## src/hw/rtl/rrwlm_pkg.sv

```systemverilog
// shared constants and codes for the recursive reader/writer lock manager
`timescale 1ns / 1ps

package rrwlm_pkg;

  // fixed field widths of the request and result words
  localparam int ActionW = 2;
  localparam int ReqIdW  = 4;
  localparam int StatusW = 3;
  localparam int CountW  = 5;

  // default sizing
  localparam int DefRequesters = 16;
  localparam int DefDepthBits  = 16;

  typedef enum logic [ActionW-1:0] {
    ActExclLock   = 2'd0,
    ActSharedLock = 2'd1,
    ActExclUnlock = 2'd2,
    ActSharedUnlk = 2'd3
  } action_e;

  typedef enum logic [StatusW-1:0] {
    StsDone     = 3'd0,
    StsWait     = 3'd1,
    StsNotOwner = 3'd2,
    StsDeadlock = 3'd3,
    StsOverflow = 3'd4
  } status_e;

endpackage

```

## src/hw/rtl/rrwlm_rdmem.sv

```systemverilog
// per-requester shared depth memory, registered read, valid bits for reset
`timescale 1ns / 1ps

module rrwlm_rdmem #(
  parameter int ENTRIES    = 16,
  parameter int DEPTH_BITS = 16
) (
  input  logic                       clk_i,
  input  logic                       rst_ni,
  input  logic                       rd_en_i,
  input  logic [$clog2(ENTRIES)-1:0] rd_addr_i,
  output logic [DEPTH_BITS-1:0]      rd_data_o,
  input  logic                       wr_en_i,
  input  logic [$clog2(ENTRIES)-1:0] wr_addr_i,
  input  logic [DEPTH_BITS-1:0]      wr_data_i
);

  logic [DEPTH_BITS-1:0] mem_q [ENTRIES];
  logic [ENTRIES-1:0]    vld_q;
  logic [DEPTH_BITS-1:0] rd_data_q;
  logic                  rd_vld_q;

  // storage itself, no reset
  always_ff @(posedge clk_i) begin
    if (wr_en_i) begin
      mem_q[wr_addr_i] <= wr_data_i;
    end
    if (rd_en_i) begin
      rd_data_q <= mem_q[rd_addr_i];
    end
  end

  // entry valid bits, an invalid entry reads as zero depth
  always_ff @(posedge clk_i or negedge rst_ni) begin
    if (!rst_ni) begin
      vld_q    <= '0;
      rd_vld_q <= 1'b0;
    end else begin
      if (wr_en_i) begin
        vld_q[wr_addr_i] <= 1'b1;
      end
      if (rd_en_i) begin
        rd_vld_q <= vld_q[rd_addr_i];
      end
    end
  end

  assign rd_data_o = rd_vld_q ? rd_data_q : '0;

endmodule

```

## src/hw/rtl/recursive_rw_lock_manager_core.sv

```systemverilog
// top level of the recursive reader/writer lock manager
`timescale 1ns / 1ps

// Recursive reader/writer lock manager with writer preference. A request word
// (action, requester) is taken when start is high and busy is low. In the
// accept cycle the requester's shared depth is read from the depth memory,
// whose read is registered; in the next cycle the request is decided, the
// entry written back and the result registered. The result word appears in
// the cycle after on the result ports with strobe_o high for exactly one
// cycle; the receiver cannot stall it, so it must take the word in that cycle.
// busy is high only during the decide cycle, so a new request can be accepted
// in the same cycle that the previous result is shown. The depth memory needs
// no clearing pass after reset: per-entry valid bits make a fresh entry read
// as zero. A wait status means the requester retries the same request later.
module recursive_rw_lock_manager_core #(
  parameter int REQUESTERS = rrwlm_pkg::DefRequesters,
  parameter int DEPTH_BITS = rrwlm_pkg::DefDepthBits
) (
  input  logic                          clk_i,
  input  logic                          rst_ni,
  input  logic                          start,
  output logic                          busy,
  input  logic [rrwlm_pkg::ActionW-1:0] action_i,
  input  logic [rrwlm_pkg::ReqIdW-1:0]  requester_i,
  output logic                          strobe_o,
  output logic [rrwlm_pkg::StatusW-1:0] status_o,
  output logic                          writer_held_o,
  output logic [rrwlm_pkg::CountW-1:0]  readers_now_o,
  output logic [rrwlm_pkg::CountW-1:0]  writers_waiting_o
);

  import rrwlm_pkg::*;

  localparam int IdxW = $clog2(REQUESTERS);
  localparam int CntW = $clog2(REQUESTERS + 1);
  localparam logic [DEPTH_BITS-1:0] DepthMax = '1;
  localparam logic [DEPTH_BITS-1:0] DepthOne = DEPTH_BITS'(1);

  // sequencer: idle (accepting) or deciding
  localparam logic StIdle = 1'b0;
  localparam logic StExec = 1'b1;

  logic state_q, state_d;

  // captured request word
  logic [ActionW-1:0] act_q;
  logic [ReqIdW-1:0]  req_q;

  // writer owner
  logic [ReqIdW-1:0]     own_id_q, own_id_d;
  logic                  own_vld_q, own_vld_d;
  logic                  own_drain_q, own_drain_d;
  logic [DEPTH_BITS-1:0] own_depth_q, own_depth_d;

  // waiting writers and reader count
  logic [REQUESTERS-1:0] wait_q, wait_d;
  logic [CntW-1:0]       wtot_q, wtot_d;
  logic [CntW-1:0]       rtot_q, rtot_d;

  // result word
  logic               strobe_q;
  logic [StatusW-1:0] status_q;
  logic               held_q;
  logic [CountW-1:0]  readers_q;
  logic [CountW-1:0]  waiting_q;

  // depth memory access
  logic                  accept;
  logic [IdxW-1:0]       idx;
  logic [DEPTH_BITS-1:0] rdep;
  logic                  mem_we;
  logic [DEPTH_BITS-1:0] mem_wdata;

  logic    in_range;
  logic    is_owner;
  logic    wflag;
  status_e sts;

  assign busy   = (state_q == StExec);
  assign accept = start && !busy;
  assign idx    = IdxW'(req_q);

  rrwlm_rdmem #(
    .ENTRIES    (REQUESTERS),
    .DEPTH_BITS (DEPTH_BITS)
  ) u_rdmem (
    .clk_i     (clk_i),
    .rst_ni    (rst_ni),
    .rd_en_i   (accept),
    .rd_addr_i (IdxW'(requester_i)),
    .rd_data_o (rdep),
    .wr_en_i   (mem_we),
    .wr_addr_i (idx),
    .wr_data_i (mem_wdata)
  );

  // request classification
  assign in_range = (32'(req_q) < 32'(REQUESTERS));
  assign is_owner = own_vld_q && (own_id_q == req_q);
  assign wflag    = in_range && wait_q[idx];

  // decide logic, mirrors the lock rules one request at a time
  always_comb begin
    state_d     = state_q;
    own_id_d    = own_id_q;
    own_vld_d   = own_vld_q;
    own_drain_d = own_drain_q;
    own_depth_d = own_depth_q;
    wait_d      = wait_q;
    wtot_d      = wtot_q;
    rtot_d      = rtot_q;
    mem_we      = 1'b0;
    mem_wdata   = rdep;
    sts         = StsDone;

    case (state_q)
      StIdle: begin
        if (accept) begin
          state_d = StExec;
        end
      end
      StExec: begin
        state_d = StIdle;
        if (!in_range) begin
          sts = StsNotOwner;
        end else begin
          case (action_e'(act_q))
            ActExclLock: begin
              if (is_owner && !own_drain_q) begin
                // owner nests
                if (own_depth_q == DepthMax) begin
                  sts = StsOverflow;
                end else begin
                  own_depth_d = own_depth_q + DepthOne;
                end
              end else if (is_owner) begin
                // draining owner retries
                if (rtot_q != '0) begin
                  sts = StsWait;
                end else begin
                  own_drain_d = 1'b0;
                  if (wflag) begin
                    wait_d[idx] = 1'b0;
                    wtot_d      = wtot_q - CntW'(1);
                  end
                end
              end else if (rdep != '0) begin
                sts = StsDeadlock;
              end else if (own_vld_q) begin
                // register as waiting writer
                if (!wflag) begin
                  wait_d[idx] = 1'b1;
                  wtot_d      = wtot_q + CntW'(1);
                end
                sts = StsWait;
              end else begin
                // take ownership at once
                own_id_d    = req_q;
                own_vld_d   = 1'b1;
                own_depth_d = DepthOne;
                if (rtot_q != '0) begin
                  own_drain_d = 1'b1;
                  sts         = StsWait;
                  if (!wflag) begin
                    wait_d[idx] = 1'b1;
                    wtot_d      = wtot_q + CntW'(1);
                  end
                end else begin
                  own_drain_d = 1'b0;
                  // flag cleared here if it was already set
                  if (wflag) begin
                    wait_d[idx] = 1'b0;
                    wtot_d      = wtot_q - CntW'(1);
                  end
                end
              end
            end
            ActSharedLock: begin
              if (is_owner) begin
                if (own_drain_q) begin
                  sts = StsNotOwner;
                end else if (own_depth_q == DepthMax) begin
                  sts = StsOverflow;
                end else begin
                  own_depth_d = own_depth_q + DepthOne;
                end
              end else if (rdep != '0) begin
                // reader nests
                if (rdep == DepthMax) begin
                  sts = StsOverflow;
                end else begin
                  mem_we    = 1'b1;
                  mem_wdata = rdep + DepthOne;
                end
              end else if (wflag) begin
                sts = StsNotOwner;
              end else if ((wtot_q != '0) || own_vld_q) begin
                // writers have priority
                sts = StsWait;
              end else begin
                mem_we    = 1'b1;
                mem_wdata = DepthOne;
                rtot_d    = rtot_q + CntW'(1);
              end
            end
            ActExclUnlock: begin
              if (!is_owner || own_drain_q) begin
                sts = StsNotOwner;
              end else if (own_depth_q > DepthOne) begin
                own_depth_d = own_depth_q - DepthOne;
              end else begin
                own_vld_d   = 1'b0;
                own_drain_d = 1'b0;
                own_depth_d = DepthOne;
              end
            end
            ActSharedUnlk: begin
              if (is_owner) begin
                // owner's shared unlock drops its exclusive depth
                if (own_drain_q) begin
                  sts = StsNotOwner;
                end else if (own_depth_q > DepthOne) begin
                  own_depth_d = own_depth_q - DepthOne;
                end else begin
                  own_vld_d   = 1'b0;
                  own_drain_d = 1'b0;
                  own_depth_d = DepthOne;
                end
              end else if (rdep == '0) begin
                sts = StsNotOwner;
              end else begin
                mem_we    = 1'b1;
                mem_wdata = rdep - DepthOne;
                if (rdep == DepthOne) begin
                  rtot_d = rtot_q - CntW'(1);
                end
              end
            end
            default: begin
              sts = StsNotOwner;
            end
          endcase
        end
      end
      default: begin
        state_d = StIdle;
      end
    endcase
  end

  // captured request, payload only
  always_ff @(posedge clk_i) begin
    if (accept) begin
      act_q <= action_i;
      req_q <= requester_i;
    end
  end

  // lock state and sequencer
  always_ff @(posedge clk_i or negedge rst_ni) begin
    if (!rst_ni) begin
      state_q     <= StIdle;
      own_id_q    <= '0;
      own_vld_q   <= 1'b0;
      own_drain_q <= 1'b0;
      own_depth_q <= DepthOne;
      wait_q      <= '0;
      wtot_q      <= '0;
      rtot_q      <= '0;
      strobe_q    <= 1'b0;
    end else begin
      state_q     <= state_d;
      own_id_q    <= own_id_d;
      own_vld_q   <= own_vld_d;
      own_drain_q <= own_drain_d;
      own_depth_q <= own_depth_d;
      wait_q      <= wait_d;
      wtot_q      <= wtot_d;
      rtot_q      <= rtot_d;
      strobe_q    <= (state_q == StExec);
    end
  end

  // result word, snapshot after the request
  always_ff @(posedge clk_i) begin
    if (state_q == StExec) begin
      status_q  <= sts;
      held_q    <= own_vld_d;
      readers_q <= CountW'(rtot_d);
      waiting_q <= CountW'(wtot_d);
    end
  end

  assign strobe_o          = strobe_q;
  assign status_o          = status_q;
  assign writer_held_o     = held_q;
  assign readers_now_o     = readers_q;
  assign writers_waiting_o = waiting_q;

endmodule

```

## config.mk

```make
export PLATFORM = sky130hd
export DESIGN_NAME = recursive_rw_lock_manager_core
export DESIGN_NICKNAME = d
export VERILOG_FILES = /design/src/hw/rtl/rrwlm_pkg.sv /design/src/hw/rtl/rrwlm_rdmem.sv /design/src/hw/rtl/recursive_rw_lock_manager_core.sv
export SDC_FILE = /design/constraint.sdc
export NUM_CORES = 1
export LEC_CHECK = 0
export BUFFER_PORTS_ARGS = -buffer_cell sky130_fd_sc_hd__buf_4
export CAP_MARGIN = 20
export CELL_PAD_IN_SITES_DETAIL_PLACEMENT = 2
export CELL_PAD_IN_SITES_GLOBAL_PLACEMENT = 2
export CORE_ASPECT_RATIO = 0.5
export CORE_MARGIN = 2
export CORE_UTILIZATION = 35
export DETAILED_ROUTE_END_ITERATION = 10
export GPL_ROUTABILITY_DRIVEN = 0
export HOLD_SLACK_MARGIN = 0.08
export PLACE_DENSITY_LB_ADDON = 0.1
export SYNTH_ARGS = -nofsm -noshare
export SYNTH_HDL_FRONTEND = slang
export SYNTH_SLANG_ARGS = --single-unit
```

## constraint.sdc

```tcl
create_clock -name clk_i -period 5.07 [get_ports clk_i]
set_input_delay 1.014 -clock clk_i [delete_from_list [all_inputs] [get_ports clk_i]]
set_output_delay 1.014 -clock clk_i [all_outputs]
set_load 0.03 [all_outputs]
```

==> insert_results.sql <==
INSERT INTO impl_metrics (metric_group, metric, value, unit) VALUES
('status', 'outcome', 'completed', ''),
('detailed_routing', 'routed-via-count', '10200', ''),
('clock_network', 'clkLatencyLatePin', '0.56', 'ns'),
('critical_path', 'cp_data_required_time', '5.36', 'ns'),
('die', 'initial_utilization', '35.7', '%'),
('detailed_routing', 'drtPass1Iterations', '5', ''),
('synthesis', 'ys_types', '75', ''),
('timing', 'hold_viol_final', '0', ''),
('critical_path', 'worst-endpoint-arrival', '4.01', 'ns'),
('synthesis', 'yosys.cell_count.top_type', 'sky130_fd_sc_hd__edfxtp_1', ''),
('clock_network', 'post-cts-setup-buffers', '0', ''),
('synthesis', 'synth_enable_flop_cells', '292', ''),
('synthesis', 'synth-async-reset-ratio', '18.7', '%'),
('clock_network', 'cts.htree.levels', '2', ''),
('pwr', 'peakVddDrop', '197', 'uV'),
('timing', 'fin_crit_sh', '73.5', '%'),
('cells_and_area', 'post-route-util', '40.8', '%'),
('die', 'rows', '55', ''),
('worst_hold_path', 'hold_path_depth', '1', ''),
('critical_path', 'master_of_the_slowest_instance_on_the_critical_path', 'sky130_fd_sc_hd__a41o_1', ''),
('clock_network', 'cts_root_buffer', 'sky130_fd_sc_hd__clkbuf_16', ''),
('placed_design', 'post_dp_cell_area', '17400', 'sq um'),
('critical_path', 'crit_path_end_kind', 'flop', ''),
('timing', 'final_max_slew_viol_count', '0', ''),
('clock_network', 'max-clock-path-buffers', '3', ''),
('die', 'die_area', '48300', 'sq um'),
('synthesis', 'synth.top_cells.by_area', 'sky130_fd_sc_hd__edfxtp_1 54%, sky130_fd_sc_hd__mux4_2 12%, sky130_fd_sc_hd__dfrtp_1 10%, sky130_fd_sc_hd__nor2_1 1.5%, sky130_fd_sc_hd__a21oi_1 1.4%', ''),
('detailed_routing', 'first_iter_violations', '982', ''),
('critical_path', 'max_fo_critical_path', '19', ''),
('pwr', 'power.switching_fraction', '30.4', '%'),
('critical_path', 'regToRegSetupSlack', '1.35', 'ns'),
('pwr', 'net-switching-power', '2.43', 'mW'),
('synthesis', 'ys_dominant_reg_cell', 'sky130_fd_sc_hd__edfxtp_1', ''),
('worst_hold_path', 'worst_hold_startpoint', 'u_rdmem.vld_q[0]$_DFFE_PN0N_', ''),
('placed_design', 'hpwlAfterDp', '34700', 'um'),
('global_routing', 'antenna_violations_before_repair', '3', ''),
('timing', 'rsz0062_at_grt', 'false', ''),
('worst_hold_path', 'timing.hold.worst_endpoint', 'u_rdmem.vld_q[0]$_DFFE_PN0N_', ''),
('clock_network', 'post_cts_resized', '0', ''),
('timing', 'hold_ws', '0.475', 'ns'),
('run', 'drv_cap', '0', ''),
('clock_network', 'post_cts_hold_buffer_count', '0', ''),
('clock_network', 'worst_setup_hold_path_clk_slew', '0.06', 'ns'),
('synthesis', 'ys_seq_elements', '359', ''),
('timing', 'tightest_slew', '1.13', 'ns'),
('timing', 'fmax', '0.268', 'GHz'),
('critical_path', 'critical-path-top-delay-family', 'compound AO/OA/AOI/OAI gates', ''),
('worst_hold_path', 'hold_crit_class', 'flop to flop', ''),
('pwr', 'clock_power_share', '34.7', '%'),
('synthesis', 'total_of_warnings_raised_by_yosys', '0', ''),
('pwr', 'design_power_total', '8.00', 'mW'),
('cells_and_area', 'finish.instance_area', '18600', 'sq um'),
('detailed_routing', 'detail_route.vias_per_cell', '5.73', ''),
('global_routing', 'grt_start_max_net_pins', '70', ''),
('synthesis', 'synth.cell_area', '16300', 'sq um'),
('critical_path', 'worst_r2r_startpoint', 'u_rdmem.rd_data_q[0]$_DFFE_PP_', ''),
('critical_path', 'crit-reg2reg-capture', 'u_rdmem.mem_q[2][11]$_DFFE_PP_', ''),
('pwr', 'p_int', '5.56', 'mW'),
('timing', 'finalWorstSetupSlack', '1.35', 'ns'),
('synthesis', 'synth.avg_cell_area', '14.9', 'sq um'),
('placed_design', 'placedCellCount', '1713', ''),
('clock_network', 'number_of_sinks_handled_by_clock_tree_synthesis', '359', ''),
('critical_path', 'cp_common_cell', 'sky130_fd_sc_hd__buf_4', ''),
('die', 'floorplan.die.height', '156', 'um'),
('placed_design', 'place_ws', '1.32', 'ns'),
('synthesis', 'synth_nets', '1110', ''),
('clock_network', 'cts_buffer_count', '36', ''),
('timing', 'timing.setup.tns', '0', 'ns'),
('critical_path', 'timing.critical_path.cells', 'nand2_1 -> ha_1 -> nor3b_1 -> a41o_1 -> a21oi_1 -> o221ai_4 -> buf_4 -> nor2_2 -> buf_4', ''),
('synthesis', 'synth_top_cell_area_share', '53.9', '%'),
('pwr', 'comb_power_share', '18.6', '%');
final cells by class:
class	count	area, sq um
repair buffers	73	568
clock buffers	43	948
inverters	35	131
flip-flops and latches	359	10400
well taps	627	785
fillers	4533	27000
multi-input cells	621	5450
clock inverters	23	248
diodes	2	5.00
state kept, by name, indices dropped and copies added, names as in the netlist, 16 cells and up:
register,count
u_rdmem.mem_q,256
u_rdmem.rd_data_q,16
u_rdmem.vld_q,16
own_depth_q,16
wait_q,16
power groups by stage:
stage               combinational, mW  clock [mW]  sequential, mW
floorplan                       0.952           0            3.71
global placement                 1.44           0            3.78
detailed placement               1.49           0            3.79
CTS                              1.50        2.85            3.73
global route                     1.63        2.93            3.77
finish                           1.49        2.78            3.73
cell usage in the layout, fill, tap and decap left out, types with 10 or more instances in the layout:
cell type,instances
sky130_fd_sc_hd__a21oi_1,47
sky130_fd_sc_hd__a31oi_1,12
sky130_fd_sc_hd__and3_1,10
sky130_fd_sc_hd__buf_4,70
sky130_fd_sc_hd__clkbuf_16,37
sky130_fd_sc_hd__dfrtp_1,66
sky130_fd_sc_hd__edfxtp_1,292
sky130_fd_sc_hd__ha_1,10
sky130_fd_sc_hd__inv_1,34
sky130_fd_sc_hd__mux4_2,89
sky130_fd_sc_hd__nand2_1,59
sky130_fd_sc_hd__nand3_1,33
sky130_fd_sc_hd__nand4_1,15
sky130_fd_sc_hd__nor2_1,48
sky130_fd_sc_hd__nor2_2,16
sky130_fd_sc_hd__nor3_1,23
sky130_fd_sc_hd__o211ai_1,14
sky130_fd_sc_hd__o21ai_0,28
sky130_fd_sc_hd__o21bai_1,17
sky130_fd_sc_hd__o22ai_1,21
sky130_fd_sc_hd__o31ai_1,12
sky130_fd_sc_hd__xnor2_1,11
logic make-up (layout without fill, tap and decap cells):
kind of cell             Yosys count  after routing  synth area share, %
other                              0              2                    0
multiplexers                     100            100                 13.1
AND/OR/NAND/NOR                  268            268                 8.60
buffers and inverters            111            174                 2.82
XOR/XNOR                          19             19                 1.02
AO/OA/AOI/OAI                    224            224                 9.48
flip-flops                       359            359                 64.2
adder cells (fa/ha/maj)           10             10                0.769
worst max path at each step:
| stage | from | to | cells after the start |
|---|---|---|---|
| 2_1_floorplan | u_rdmem.rd_vld_q$_DFFE_PN0P_ | u_rdmem.mem_q[0][1]$_DFFE_PP_ | 12 |
| 4_1_cts | idx[0]$_DFFE_PP_ | u_rdmem.mem_q[4][0]$_DFFE_PP_ | 7 |
| 5_1_grt | idx[0]$_DFFE_PP_ | u_rdmem.mem_q[4][9]$_DFFE_PP_ | 7 |
| 3_5_place_dp | idx[0]$_DFFE_PP_ | u_rdmem.mem_q[13][0]$_DFFE_PP_ | 7 |
| 6_report | u_rdmem.rd_data_q[0]$_DFFE_PP_ | u_rdmem.mem_q[2][11]$_DFFE_PP_ | 9 |
| 3_3_place_gp | u_rdmem.rd_vld_q$_DFFE_PN0P_ | u_rdmem.mem_q[3][14]$_DFFE_PP_ | 9 |
metal layers:
metal  global-route usage [%]  up-vias  wire (um)
li1                         -     4427          -
met1                     31.5     5498      24500
met2                     34.8      214      23700
met3                     4.06       70       2560
met4                     4.74        0       1080
met5                        0        -          0
No activity file was read; power rests on OpenSTA's default activity.
